[config.mk]
export PLATFORM = sky130hd
export DESIGN_NAME = categorical_naive_bayes
export DESIGN_NICKNAME = d
export VERILOG_FILES = /design/src/hdl/cnb_pkg.sv /design/src/hdl/cnb_count_ram.sv /design/src/hdl/cnb_limb_mac.sv /design/src/hdl/categorical_naive_bayes.sv
export SDC_FILE = /design/constraint.sdc
export NUM_CORES = 2
export LEC_CHECK = 0
export BUFFER_PORTS_ARGS = -buffer_cell sky130_fd_sc_hd__buf_2
export CAP_MARGIN = 20
export CORE_ASPECT_RATIO = 0.9
export CORE_MARGIN = 10
export CORE_UTILIZATION = 25
export DETAILED_ROUTE_END_ITERATION = 7
export MAX_ROUTING_LAYER = met4
export PLACE_DENSITY = 0.38
export SYNTH_ARGS = -nofsm -noshare
export SYNTH_HDL_FRONTEND = slang
export SYNTH_SLANG_ARGS = --single-unit
[constraint.sdc]
create_clock -name aclk -period 14.96 [get_ports aclk]
set_clock_uncertainty 0.1 [all_clocks]
set_input_delay 2.244 -clock aclk [delete_from_list [all_inputs] [get_ports aclk]]
set_output_delay 2.244 -clock aclk [all_outputs]
set_load 0.01 [all_outputs]
[src/hdl/cnb_pkg.sv]
// Shared constants for the categorical naive Bayes classifier.
package cnb_pkg;

    localparam int DEF_NUM_CLASSES = 4;
    localparam int DEF_ATTR_VALUES = 16;
    localparam int DEF_COUNT_BITS  = 16;
    localparam int DEF_MAX_ATTRS   = 4;

    localparam int ATTR_PORTS  = 4;
    localparam int ATTR_W      = 4;
    localparam int LABEL_W     = 2;
    localparam int CFG_W       = 3;
    localparam int OUT_CLASS_W = 2;

    localparam logic [CFG_W-1:0] ATTRS_RESET = 3'd2;

    localparam logic ACT_TRAIN   = 1'b0;
    localparam logic ACT_PREDICT = 1'b1;

endpackage

[src/hdl/cnb_count_ram.sv]
// Value-per-class count memory: one write port, one registered read port.
module cnb_count_ram #(
    parameter int DEPTH  = cnb_pkg::DEF_NUM_CLASSES * cnb_pkg::DEF_ATTR_VALUES,
    parameter int ADDR_W = $clog2(DEPTH),
    parameter int DATA_W = cnb_pkg::DEF_COUNT_BITS
) (
    input  logic              aclk,
    input  logic              wr_en,
    input  logic [ADDR_W-1:0] wr_addr,
    input  logic [DATA_W-1:0] wr_data,
    input  logic              rd_en,
    input  logic [ADDR_W-1:0] rd_addr,
    output logic [DATA_W-1:0] rd_data
);

    logic [DATA_W-1:0] mem [DEPTH];
    logic [DATA_W-1:0] rd_data_reg;

    always_ff @(posedge aclk) begin
        if (wr_en) begin
            mem[wr_addr] <= wr_data;
        end
        if (rd_en) begin
            rd_data_reg <= mem[rd_addr];
        end
    end

    assign rd_data = rd_data_reg;

endmodule

[src/hdl/cnb_limb_mac.sv]
// One limb step of a wide multiply: a * f + carry, split into low limb and carry out.
module cnb_limb_mac #(
    parameter int LIMB_W = cnb_pkg::DEF_COUNT_BITS
) (
    input  logic [LIMB_W-1:0] limb_in,
    input  logic [LIMB_W-1:0] factor,
    input  logic [LIMB_W-1:0] carry_in,
    output logic [LIMB_W-1:0] limb_out,
    output logic [LIMB_W-1:0] carry_out
);

    logic [2*LIMB_W-1:0] prod;

    assign prod      = (2*LIMB_W)'(limb_in) * (2*LIMB_W)'(factor) + (2*LIMB_W)'(carry_in);
    assign limb_out  = prod[LIMB_W-1:0];
    assign carry_out = prod[2*LIMB_W-1:LIMB_W];

endmodule

[src/hdl/categorical_naive_bayes.sv]
// Categorical naive Bayes top level: counters, sequencer and limb-serial scoring.
// One item at a time. Train: a class-count update, then a read and a write per attribute
// (k = attributes in use). Predict: L = 2*MAX_ATTRS-1 limbs per product on one limb multiplier;
// unseen classes are skipped, seen classes are scored limb by limb, and once one scores nonzero
// each later one also rescores the best class and compares limb by limb; the result item waits
// on a held result. Reset: synchronous active low, then the count memory clears, s_ready low.
module categorical_naive_bayes #(
    parameter int NUM_CLASSES = cnb_pkg::DEF_NUM_CLASSES,
    parameter int ATTR_VALUES = cnb_pkg::DEF_ATTR_VALUES,
    parameter int COUNT_BITS  = cnb_pkg::DEF_COUNT_BITS,
    parameter int MAX_ATTRS   = cnb_pkg::DEF_MAX_ATTRS
) (
    input  logic                              aclk,
    input  logic                              aresetn,
    input  logic                              cfg_we,
    input  logic [cnb_pkg::CFG_W-1:0]         cfg_wdata,
    input  logic                              s_valid,
    output logic                              s_ready,
    input  logic                              s_action,
    input  logic [cnb_pkg::LABEL_W-1:0]       s_class_label,
    input  logic [cnb_pkg::ATTR_W-1:0]        s_attr_0,
    input  logic [cnb_pkg::ATTR_W-1:0]        s_attr_1,
    input  logic [cnb_pkg::ATTR_W-1:0]        s_attr_2,
    input  logic [cnb_pkg::ATTR_W-1:0]        s_attr_3,
    output logic                              m_valid,
    input  logic                              m_ready,
    output logic                              m_class_found,
    output logic [cnb_pkg::OUT_CLASS_W-1:0]   m_predicted_class
);

    localparam int DEPTH   = NUM_CLASSES * ATTR_VALUES;
    localparam int ADDR_W  = $clog2(DEPTH);
    localparam int CW      = $clog2(NUM_CLASSES);
    localparam int CLSC_W  = $clog2(NUM_CLASSES + 1);
    localparam int AW      = (MAX_ATTRS > 1) ? $clog2(MAX_ATTRS) : 1;
    localparam int LIMBS   = 2 * MAX_ATTRS - 1;
    localparam int LW      = (LIMBS > 1) ? $clog2(LIMBS) : 1;
    localparam logic [COUNT_BITS-1:0] CNT_MAX = {COUNT_BITS{1'b1}};

    typedef enum logic [11:0] {
        ST_CLEAR   = 12'b0000_0000_0001,
        ST_IDLE    = 12'b0000_0000_0010,
        ST_TR_CLS  = 12'b0000_0000_0100,
        ST_TR_RD   = 12'b0000_0000_1000,
        ST_TR_WR   = 12'b0000_0001_0000,
        ST_P_CLASS = 12'b0000_0010_0000,
        ST_P_RD    = 12'b0000_0100_0000,
        ST_P_MUL   = 12'b0000_1000_0000,
        ST_P_MULN  = 12'b0001_0000_0000,
        ST_P_TERM  = 12'b0010_0000_0000,
        ST_P_CMP   = 12'b0100_0000_0000,
        ST_P_DONE  = 12'b1000_0000_0000
    } state_t;

    state_t state_reg, state_next;

    logic [cnb_pkg::CFG_W-1:0]   attrs_reg;
    logic [COUNT_BITS-1:0]       cc_reg [NUM_CLASSES];
    logic [COUNT_BITS-1:0]       cc_next [NUM_CLASSES];

    logic                        action_reg, action_next;
    logic [cnb_pkg::LABEL_W-1:0] label_reg, label_next;
    logic [cnb_pkg::ATTR_W-1:0]  val_reg [cnb_pkg::ATTR_PORTS];
    logic [cnb_pkg::ATTR_W-1:0]  val_next [cnb_pkg::ATTR_PORTS];

    logic [ADDR_W-1:0]           clr_reg, clr_next;
    logic [CLSC_W-1:0]           cls_reg, cls_next;
    logic [CW-1:0]               tclass_reg, tclass_next;
    logic [CW-1:0]               best_reg, best_next;
    logic [COUNT_BITS-1:0]       nbest_reg, nbest_next;
    logic [COUNT_BITS-1:0]       ncur_reg, ncur_next;
    logic                        found_reg, found_next;
    logic                        phase_reg, phase_next;
    logic                        zero_reg, zero_next;
    logic                        vok_reg, vok_next;
    logic                        gt_reg, gt_next;
    logic [AW-1:0]               attr_reg, attr_next;
    logic [LW-1:0]               limb_reg, limb_next;
    logic [COUNT_BITS-1:0]       carry_reg, carry_next;
    logic [COUNT_BITS-1:0]       acc_reg [LIMBS];
    logic [COUNT_BITS-1:0]       acc_next [LIMBS];
    logic [COUNT_BITS-1:0]       lhs_reg [LIMBS];
    logic [COUNT_BITS-1:0]       lhs_next [LIMBS];

    logic                        m_valid_reg, m_valid_next;
    logic                        out_found_reg, out_found_next;
    logic [cnb_pkg::OUT_CLASS_W-1:0] out_class_reg, out_class_next;

    logic [cnb_pkg::CFG_W-1:0]   k_eff;
    logic [AW-1:0]               k_last;
    logic [CW-1:0]               label_cls;
    logic                        label_ok;
    logic [CW-1:0]               cc_idx;
    logic [COUNT_BITS-1:0]       cc_rd;
    logic [cnb_pkg::ATTR_W-1:0]  cur_val;
    logic                        cur_val_ok;

    logic                        ram_wr_en, ram_rd_en;
    logic [ADDR_W-1:0]           ram_wr_addr, ram_rd_addr;
    logic [COUNT_BITS-1:0]       ram_wr_data, ram_rd_data;

    logic [COUNT_BITS-1:0]       mac_factor, mac_limb, mac_carry;

    cnb_count_ram #(
        .DEPTH  (DEPTH),
        .ADDR_W (ADDR_W),
        .DATA_W (COUNT_BITS)
    ) u_ram (
        .aclk    (aclk),
        .wr_en   (ram_wr_en),
        .wr_addr (ram_wr_addr),
        .wr_data (ram_wr_data),
        .rd_en   (ram_rd_en),
        .rd_addr (ram_rd_addr),
        .rd_data (ram_rd_data)
    );

    cnb_limb_mac #(
        .LIMB_W (COUNT_BITS)
    ) u_mac (
        .limb_in   (acc_reg[0]),
        .factor    (mac_factor),
        .carry_in  (carry_reg),
        .limb_out  (mac_limb),
        .carry_out (mac_carry)
    );

    always_comb begin
        if (attrs_reg == '0) begin
            k_eff = cnb_pkg::CFG_W'(1);
        end else if (attrs_reg > cnb_pkg::CFG_W'(MAX_ATTRS)) begin
            k_eff = cnb_pkg::CFG_W'(MAX_ATTRS);
        end else begin
            k_eff = attrs_reg;
        end
    end

    assign k_last     = AW'(k_eff - cnb_pkg::CFG_W'(1));
    assign label_ok   = (32'(label_reg) < NUM_CLASSES);
    assign label_cls  = CW'(label_reg);
    assign cc_idx     = (state_reg == ST_TR_CLS) ? label_cls : cls_reg[CW-1:0];
    assign cc_rd      = cc_reg[cc_idx];
    assign cur_val    = val_reg[2'(attr_reg)];
    assign cur_val_ok = (32'(cur_val) < ATTR_VALUES);

    assign mac_factor = (state_reg == ST_P_MULN) ? (phase_reg ? ncur_reg : nbest_reg)
                                                 : (vok_reg ? ram_rd_data : '0);

    assign s_ready           = (state_reg == ST_IDLE);
    assign m_valid           = m_valid_reg;
    assign m_class_found     = out_found_reg;
    assign m_predicted_class = out_class_reg;

    always_comb begin
        state_next     = state_reg;
        cc_next        = cc_reg;
        action_next    = action_reg;
        label_next     = label_reg;
        val_next       = val_reg;
        clr_next       = clr_reg;
        cls_next       = cls_reg;
        tclass_next    = tclass_reg;
        best_next      = best_reg;
        nbest_next     = nbest_reg;
        ncur_next      = ncur_reg;
        found_next     = found_reg;
        phase_next     = phase_reg;
        zero_next      = zero_reg;
        vok_next       = vok_reg;
        gt_next        = gt_reg;
        attr_next      = attr_reg;
        limb_next      = limb_reg;
        carry_next     = carry_reg;
        acc_next       = acc_reg;
        lhs_next       = lhs_reg;
        out_found_next = out_found_reg;
        out_class_next = out_class_reg;
        m_valid_next   = m_valid_reg & ~m_ready;

        ram_wr_en   = 1'b0;
        ram_wr_addr = ADDR_W'(tclass_reg) * ADDR_W'(ATTR_VALUES) + ADDR_W'(cur_val);
        ram_wr_data = ram_rd_data + COUNT_BITS'(1);
        ram_rd_en   = 1'b0;
        ram_rd_addr = ram_wr_addr;

        case (state_reg)
            ST_CLEAR: begin
                ram_wr_en   = 1'b1;
                ram_wr_addr = clr_reg;
                ram_wr_data = '0;
                clr_next    = clr_reg + ADDR_W'(1);
                if (clr_reg == ADDR_W'(DEPTH - 1)) begin
                    state_next = ST_IDLE;
                end
            end
            ST_IDLE: begin
                if (s_valid) begin
                    action_next = s_action;
                    label_next  = s_class_label;
                    val_next[0] = s_attr_0;
                    val_next[1] = s_attr_1;
                    val_next[2] = s_attr_2;
                    val_next[3] = s_attr_3;
                    attr_next   = '0;
                    cls_next    = '0;
                    found_next  = 1'b0;
                    best_next   = '0;
                    state_next  = (s_action == cnb_pkg::ACT_TRAIN) ? ST_TR_CLS : ST_P_CLASS;
                end
            end
            ST_TR_CLS: begin
                if (label_ok) begin
                    if (cc_rd != CNT_MAX) begin
                        cc_next[cc_idx] = cc_rd + COUNT_BITS'(1);
                    end
                    tclass_next = label_cls;
                    state_next  = ST_TR_RD;
                end else begin
                    state_next = ST_IDLE;
                end
            end
            ST_TR_RD: begin
                ram_rd_en  = cur_val_ok;
                state_next = ST_TR_WR;
            end
            ST_TR_WR: begin
                ram_wr_en = cur_val_ok && (ram_rd_data != CNT_MAX);
                if (attr_reg == k_last) begin
                    state_next = ST_IDLE;
                end else begin
                    attr_next  = attr_reg + AW'(1);
                    state_next = ST_TR_RD;
                end
            end
            ST_P_CLASS: begin
                if (cls_reg == CLSC_W'(NUM_CLASSES)) begin
                    state_next = ST_P_DONE;
                end else if (cc_rd == '0) begin
                    cls_next = cls_reg + CLSC_W'(1);
                end else begin
                    ncur_next   = cc_rd;
                    tclass_next = cls_reg[CW-1:0];
                    phase_next  = 1'b0;
                    attr_next   = '0;
                    zero_next   = 1'b0;
                    for (int i = 0; i < LIMBS; i++) begin
                        acc_next[i] = (i == 0) ? COUNT_BITS'(1) : '0;
                    end
                    state_next = ST_P_RD;
                end
            end
            ST_P_RD: begin
                ram_rd_en  = cur_val_ok;
                vok_next   = cur_val_ok;
                limb_next  = '0;
                carry_next = '0;
                state_next = ST_P_MUL;
            end
            ST_P_MUL, ST_P_MULN: begin
                for (int i = 0; i < LIMBS - 1; i++) begin
                    acc_next[i] = acc_reg[i+1];
                end
                acc_next[LIMBS-1] = mac_limb;
                carry_next        = mac_carry;
                limb_next         = limb_reg + LW'(1);
                if (limb_reg == LW'(LIMBS - 1)) begin
                    limb_next  = '0;
                    carry_next = '0;
                    if (state_reg == ST_P_MUL) begin
                        zero_next = zero_reg | (mac_factor == '0);
                        if (attr_reg == k_last) begin
                            if (found_reg && (k_last != '0)) begin
                                attr_next  = AW'(1);
                                state_next = ST_P_MULN;
                            end else begin
                                state_next = ST_P_TERM;
                            end
                        end else begin
                            attr_next  = attr_reg + AW'(1);
                            state_next = ST_P_RD;
                        end
                    end else begin
                        if (attr_reg == k_last) begin
                            state_next = ST_P_TERM;
                        end else begin
                            attr_next = attr_reg + AW'(1);
                        end
                    end
                end
            end
            ST_P_TERM: begin
                if (!found_reg) begin
                    if (!zero_reg) begin
                        found_next = 1'b1;
                        best_next  = cls_reg[CW-1:0];
                        nbest_next = ncur_reg;
                    end
                    cls_next   = cls_reg + CLSC_W'(1);
                    state_next = ST_P_CLASS;
                end else if (!phase_reg) begin
                    lhs_next    = acc_reg;
                    phase_next  = 1'b1;
                    tclass_next = best_reg;
                    attr_next   = '0;
                    for (int i = 0; i < LIMBS; i++) begin
                        acc_next[i] = (i == 0) ? COUNT_BITS'(1) : '0;
                    end
                    state_next = ST_P_RD;
                end else begin
                    limb_next  = '0;
                    gt_next    = 1'b0;
                    state_next = ST_P_CMP;
                end
            end
            ST_P_CMP: begin
                // limbs compared from the bottom up; a higher differing limb overrides
                if (lhs_reg[0] != acc_reg[0]) begin
                    gt_next = (lhs_reg[0] > acc_reg[0]);
                end
                for (int i = 0; i < LIMBS - 1; i++) begin
                    acc_next[i] = acc_reg[i+1];
                    lhs_next[i] = lhs_reg[i+1];
                end
                acc_next[LIMBS-1] = acc_reg[0];
                lhs_next[LIMBS-1] = lhs_reg[0];
                limb_next         = limb_reg + LW'(1);
                if (limb_reg == LW'(LIMBS - 1)) begin
                    if (gt_next) begin
                        best_next  = cls_reg[CW-1:0];
                        nbest_next = ncur_reg;
                    end
                    cls_next   = cls_reg + CLSC_W'(1);
                    state_next = ST_P_CLASS;
                end
            end
            ST_P_DONE: begin
                if (!m_valid_reg || m_ready) begin
                    m_valid_next   = 1'b1;
                    out_found_next = found_reg;
                    out_class_next = found_reg ? cnb_pkg::OUT_CLASS_W'(best_reg) : '0;
                    state_next     = ST_IDLE;
                end
            end
            default: begin
                state_next = ST_IDLE;
            end
        endcase
    end

    always_ff @(posedge aclk) begin
        if (!aresetn) begin
            state_reg   <= ST_CLEAR;
            attrs_reg   <= cnb_pkg::ATTRS_RESET;
            clr_reg     <= '0;
            cls_reg     <= '0;
            found_reg   <= 1'b0;
            phase_reg   <= 1'b0;
            attr_reg    <= '0;
            limb_reg    <= '0;
            m_valid_reg <= 1'b0;
            for (int i = 0; i < NUM_CLASSES; i++) begin
                cc_reg[i] <= '0;
            end
        end else begin
            state_reg   <= state_next;
            if (cfg_we) begin
                attrs_reg <= cfg_wdata;
            end
            clr_reg     <= clr_next;
            cls_reg     <= cls_next;
            found_reg   <= found_next;
            phase_reg   <= phase_next;
            attr_reg    <= attr_next;
            limb_reg    <= limb_next;
            m_valid_reg <= m_valid_next;
            cc_reg      <= cc_next;
        end
    end

    always_ff @(posedge aclk) begin
        action_reg    <= action_next;
        label_reg     <= label_next;
        val_reg       <= val_next;
        tclass_reg    <= tclass_next;
        best_reg      <= best_next;
        nbest_reg     <= nbest_next;
        ncur_reg      <= ncur_next;
        zero_reg      <= zero_next;
        vok_reg       <= vok_next;
        gt_reg        <= gt_next;
        carry_reg     <= carry_next;
        acc_reg       <= acc_next;
        lhs_reg       <= lhs_next;
        out_found_reg <= out_found_next;
        out_class_reg <= out_class_next;
    end

endmodule
# Word-level counts from Yosys, hierarchy flattened
# Memory sizes are Yosys's and may differ from the RTL's. A register that Yosys moved wholly into a read port is not among the register bits.
# Cells that the tools add are included.
[word_totals]
reg_bits = 395
ram_bits = 1024
inputBits = 27
out_inout_bits = 5
mem_count = 1
[op_classes]
add_sub_neg = 9
multipliers = 1
n_lt_le_gt_ge = 5
eq_ne = 37
n_mux = 100
bitwise_logic = 7
n_reduce_logical = 38
[memory_table]
columns = ["memory", "words", "word_bits", "rd", "rd_ports_with_merged_regs", "write_ports", "line_no", "text"]
rows = [
  ["u_ram.mem", 64, 16, 1, 1, 1, "cnb_count_ram.sv:16", "logic [DATA_W-1:0] mem [DEPTH];"],
]
[ops]
columns = ["operator", "count"]
rows = [
  ["2-to-1 mux 112 bit", 6],
  ["one-hot mux 112 bit (4 select lines)", 1],
  ["one-hot mux 112 bit (2 select lines)", 1],
  ["2-to-1 mux 16 bit", 11],
  ["one-hot mux 12 bit (11 select lines)", 1],
  ["2-to-1 mux 12 bit", 10],
  ["bitwise mux 64 bit", 1],
  ["one-hot mux 16 bit (2 select lines)", 2],
  ["2-to-1 mux 2 bit", 21],
  ["adder 16 x 1 -> 16 bit (second input constant)", 2],
  ["adder 32 x 16 -> 32 bit", 1],
  ["binary-select mux 16 bit (select 2 bit)", 1],
  ["demux 16 bit (select 2 bit)", 1],
  ["zero test 16 bit", 2],
  ["multiplier 16 x 16 -> 32 bit", 1],
  ["!= test 16 bit (second input constant)", 2],
  ["!= test 2 bit (second input constant)", 15],
  ["2-to-1 mux 3 bit", 8],
  ["one-hot mux 3 bit (4 select lines)", 2],
  ["2-to-1 mux 11 bit", 2],
  ["AND reduction 5 bit", 4],
  ["2-to-1 mux 1 bit", 17],
  ["greater-than comparator 16 bit", 1],
  ["!= test 16 bit", 1],
  ["other kinds (51)", 83],
]

# Logic depth before layout (Yosys ltp)
[depth]
ltp_word = 11
depth_mapped = 32

# Cells and area by module
# A second synthesis with hierarchy kept.
[unflattened]
hier_cells = 4503
area_unflattened_um2 = 66971.7
[by_module_without_submodules]
columns = ["module", "instances", "cells_each", "area_each_um2", "seq_area_each_um2"]
rows = [
  ["cnb_count_ram", 1, 1820, 40138.5, 31230.0],
  ["categorical_naive_bayes", 1, 1604, 17653.2, 10900.5],
  ["cnb_limb_mac", 1, 1079, 9180.1, 0.0],
]

# Least setup slack after synthesis
# Ideal clock, no wire load.
[synth_timing]
kind = "reg-to-reg"
start = "register state_reg[9]"
end = "register acc_reg[0] (netlist name), enable pin"
setup_time_ps = 760
t_arrival_ps = 11310
required_time_ps = 14100
path_slack_ps = 2790
stages_incl_launch_ff = 16
path_buffers = 3
path_cell_list = "dfxtp_1 buf_6 or4_4 nor3_4 a21o_1 buf_4 buf_8 nand2_1 a32oi_1 inv_1 ha_1 o21ai_1 or4_4 nor3_4 o21a_1 a221oi_1"
[synth_between]
elab_chain_len = 9
word_cells_on_any_way = 19
classes_between = "eq/ne (10); mux (4); bitwise (1); reduce/logical (4)"
[synth_lines]
columns = ["element", "line_no", "text"]
rows = [
  ["start, declared", "categorical_naive_bayes.sv:55", "state_t state_reg, state_next;"],
  ["start signal, assigned", "categorical_naive_bayes.sv:365", "state_reg <= state_next;"],
  ["equality test 12 x 3 -> 1 bit", "categorical_naive_bayes.sv:141", "assign cc_idx = (state_reg == ST_TR_CLS) ? label_cls : cls_reg[CW-1:0];"],
  ["2-to-1 mux 2 bit", "categorical_naive_bayes.sv:141", ""],
  ["inverter 2 -> 3 bit (not written as such)", "categorical_naive_bayes.sv:142", "assign cc_rd = cc_reg[cc_idx];"],
  ["binary-select mux 16 bit (select 2 bit)", "categorical_naive_bayes.sv:142", ""],
  ["2-to-1 mux 16 bit (not written as such) (2 in series)", "categorical_naive_bayes.sv:142", ""],
  ["via cc_rd[0]", "categorical_naive_bayes.sv:94", "logic [COUNT_BITS-1:0] cc_rd;"],
  ["zero test 16 bit", "categorical_naive_bayes.sv:238", "end else if (cc_rd == '0) begin"],
  ["!= test 2 bit (no source line)", "n/a", ""],
  ["AND reduction 5 bit (no source line)", "n/a", ""],
  ["end signal, assigned", "categorical_naive_bayes.sv:392", "acc_reg <= acc_next;"],
  ["end, declared", "categorical_naive_bayes.sv:80", "logic [COUNT_BITS-1:0] acc_reg [LIMBS];"],
]
# The timed path passes the listed nets, and every way through them passes these cells. The select of a mux whose other input is x is not followed.
# A chain may end at the register's enable or synchronous reset.

# Final worst setup path
[layout_timing]
start = "register state_reg[9]"
end = "register carry_reg[15] (data pin)"
[layout_between]
elab_chain_len = 6
word_cells_on_any_way = 9
classes_between = "add/sub (1); mul (1); eq/ne (3); mux (3); reduce/logical (1)"
[layout_lines]
columns = ["element", "line_no", "text"]
rows = [
  ["equality test 12 x 9 -> 1 bit", "categorical_naive_bayes.sv:146, categorical_naive_bayes.sv:186", ""],
  ["2-to-1 mux 16 bit", "categorical_naive_bayes.sv:146", "assign mac_factor = (state_reg == ST_P_MULN) ? (phase_reg ? ncur_reg : nbest_reg)"],
  ["multiplier 16 x 16 -> 32 bit", "cnb_limb_mac.sv:14", "assign prod = (2*LIMB_W)'(limb_in) * (2*LIMB_W)'(factor) + (2*LIMB_W)'(carry_in);"],
  ["adder 32 x 16 -> 32 bit", "cnb_limb_mac.sv:14", ""],
  ["2-to-1 mux 16 bit", "categorical_naive_bayes.sv:266", "if (limb_reg == LW'(LIMBS - 1)) begin"],
  ["one-hot mux 16 bit (2 select lines) *", "categorical_naive_bayes.sv:186", "case (state_reg)"],
  ["end signal, assigned", "categorical_naive_bayes.sv:391", "carry_reg <= carry_next;"],
  ["end, declared", "categorical_naive_bayes.sv:79", "logic [COUNT_BITS-1:0] carry_reg, carry_next;"],
]
# Mark *: on every way between the ends. The rest lies on a longest branch, timed or not.

==> results.md <==
* Status: completed
* Grt ovf at 0
* Max Freq at 127.0 MHz
* Primary FF master, synth: edfxtp_1
* Vias per std cell at 4.477
* Clock Tree Buf Depth at 4
* Hold_buf cts at 0
* CTS buffer count at approximately 170
* Floorplan core area at 265,000 um2
* Synth Register Bits at 1,435
* Clock slew at reported path FFs at 60 ps
* Commonest non-fill, non-tap cell in the layout: edfxtp_1
* CTS H-tree lvls at 4
* DP Worst Slack at 7064 ps
* Least-Margin Pin Slew at 1071 ps
* Initial Util at between 20 and 30%
* Total wire length at 192,200 um
* Chip width at between 500 and 600 um
* Ports at 32
* Pwr dens at 115.7 nW/um2
* Final worst setup slack at 7084 ps
* Warnings, synthesis at 0
* DRC at 0
* CTS Sinks at 1,435
* Final Setup Violations at 0
* Power Total at 8.890 mW
* CTS tree: done
* Synth Area per Inst at 15.31 um2
* Slew HR at 28.34%
* Max Cap Viol at 0
* Tot GR Track Use at 13.56%
* EDFF count, synth at 1,339
* Netlist cell types at 86
* Initial antenna violation count at 15
* Port bufs at 31
* Final period utilization at 52.65%
* HP Class: flip-flop to flip-flop
* Crit-path max FO at 38
* Most frequent cells in the layout: edfxtp_1, nand2_1, inv_1, mux4_2
* Crit path largest cell delay at 570 ps
* Worst endpoint required time at 15,410 ps
* Slowest CP cell: fa_1
* Vias in the first global route at 37.67k
* First-pass GRT wire length at 281,400 um
* Root Buffer: clkbuf_16
* GPL Wtd Cong at 0.7799
* Post-cts resize count at 0
* Number of flip-flops in the largest register at 1,024
* Postcts setup bufs at 0
* First DRT Iteration DRCs at about 2.9k
* Hold Vio Cnt, Final at 0
* FP Rows at 179
* Synthesized Nets at 4,730
* 1st-pass router iterations at 5
* VDD IR max at 70.82 uV
* Clock Latency Late Sink at 840 ps
* Critical path capture point type: flip-flop
* Die Y at 510.3 um
* Arr. time, crit path at 8330 ps
* Netlist Area Pre-Place at 66,770 um2
* Synth-to-Final Area Change at 15.13%
* Final Util at 29.01%
* Crit-path most repeated cell: fa_1
* Min cycle time layout at between 7000 and 8000 ps
* Wirelength per Cell at around 24 um
* Cell Count, Final, Fillers Out at 8,130
* RSZ-0062 raised after global routing: false
* Worst Path Class, Setup: flip-flop to flip-flop
* Total negative setup slack at 0 ps
* Nets at 4,846
* Total leakage power at 26.75 nW
* Die footprint at 288,200 um2
* Slew Limit Fails at 0
* Startpoint Class: flip-flop
* Via count at 36.40k
* Async S/R FF share, synth at 0%
* Final ANT Viol Nets at 0
* Synth Instances at 4,362
* HPWL Detailed at 121,100 um
* Largest net degree at the start of global routing at 89
* Share of cells above drive strength 1 at 17.19%
* Placed cell count at 7,835
* Seq/Total Area, Yosys at 63.10%
-- path summary, 6_finish.rpt --
path                start       endpoint  slack (ps)  cells past startpoint
min reg2reg  ncur_reg[11]  nbest_reg[11]         360                      0
min          ncur_reg[11]  nbest_reg[11]         360                      0
max          state_reg[9]  carry_reg[15]        7080                     26
max reg2reg  state_reg[9]  carry_reg[15]        7080                     26
-- final cells by class --
cell class,count,area [um2]
clock inverter,62,450.4
fill,26470,188100
multi-input combinational,2380,22830
tap,3529,4415
timing repair buffer,163,1224
inverter,330,1239
sequential,1435,42130
antenna,4,10.01
clock buffer,227,4572
-- report_power, final --
part / internal [mW] / switching [mW]
Clock: 2.22 / 1.64
Sequential: 4.55 / 0.0206
Combinational: 0.105 / 0.357
-- cells in the mapped netlist, types with 35 or more instances --
cell	number	area share (%)
nand2_1	559	3.1
clkbuf_1	137	0.77
and2_1	149	1.4
ha_1	131	2.5
nor2_1	225	1.3
mux4_2	292	9.8
nand2b_1	35	0.33
edfxtp_1	1339	60
inv_1	324	1.8
dfxtp_1	96	2.9
mux2i_1	210	3.1
a21oi_1	94	0.70
buf_1	50	0.28
o21ai_0	104	0.78
fa_1	210	6.3
-- kinds of logic after synthesis --
| group | synth area share, % |
|---|---|
| buffers and inverters | 3.265 |
| AND/OR/NAND/NOR | 7.837 |
| AO/OA/AOI/OAI | 3.340 |
| XOR/XNOR | 0.6297 |
| flip-flops | 63.10 |
| adder cells (fa/ha/maj) | 8.752 |
| multiplexers | 13.08 |
-- layer usage --
metal  wire length [um]  vias up  part of all wire (%)  global-route usage (%)
li1                   -    16290                     -                       -
met1              91550    19220                    48                   19.00
met5                  0        -                     0                       -
met2              89850      672                    47                   21.16
met3               7472      226                   3.9                   1.861
met4               3323        0                   1.7                   2.630
-- stage by stage --
stage	instance area [um2]	hold WS, ps
2_1_floorplan	66770	326.1
6_report	76870	355.3
5_1_grt	76860	368.1
3_3_place_gp	71780	346.7
3_5_place_dp	71800	347.6
4_1_cts	76830	355.6
-- critical path: cells and delay by family (launching register included) --
kind | cells | cell delay (ps)
fa+ha+maj | 7 | 3410
simple gates | 8 | 1770
compound gates | 5 | 1050
buf+inv | 5 | 690
flops | 1 | 410
xor+xnor | 1 | 160
Power figures use the tool's default switching activity.
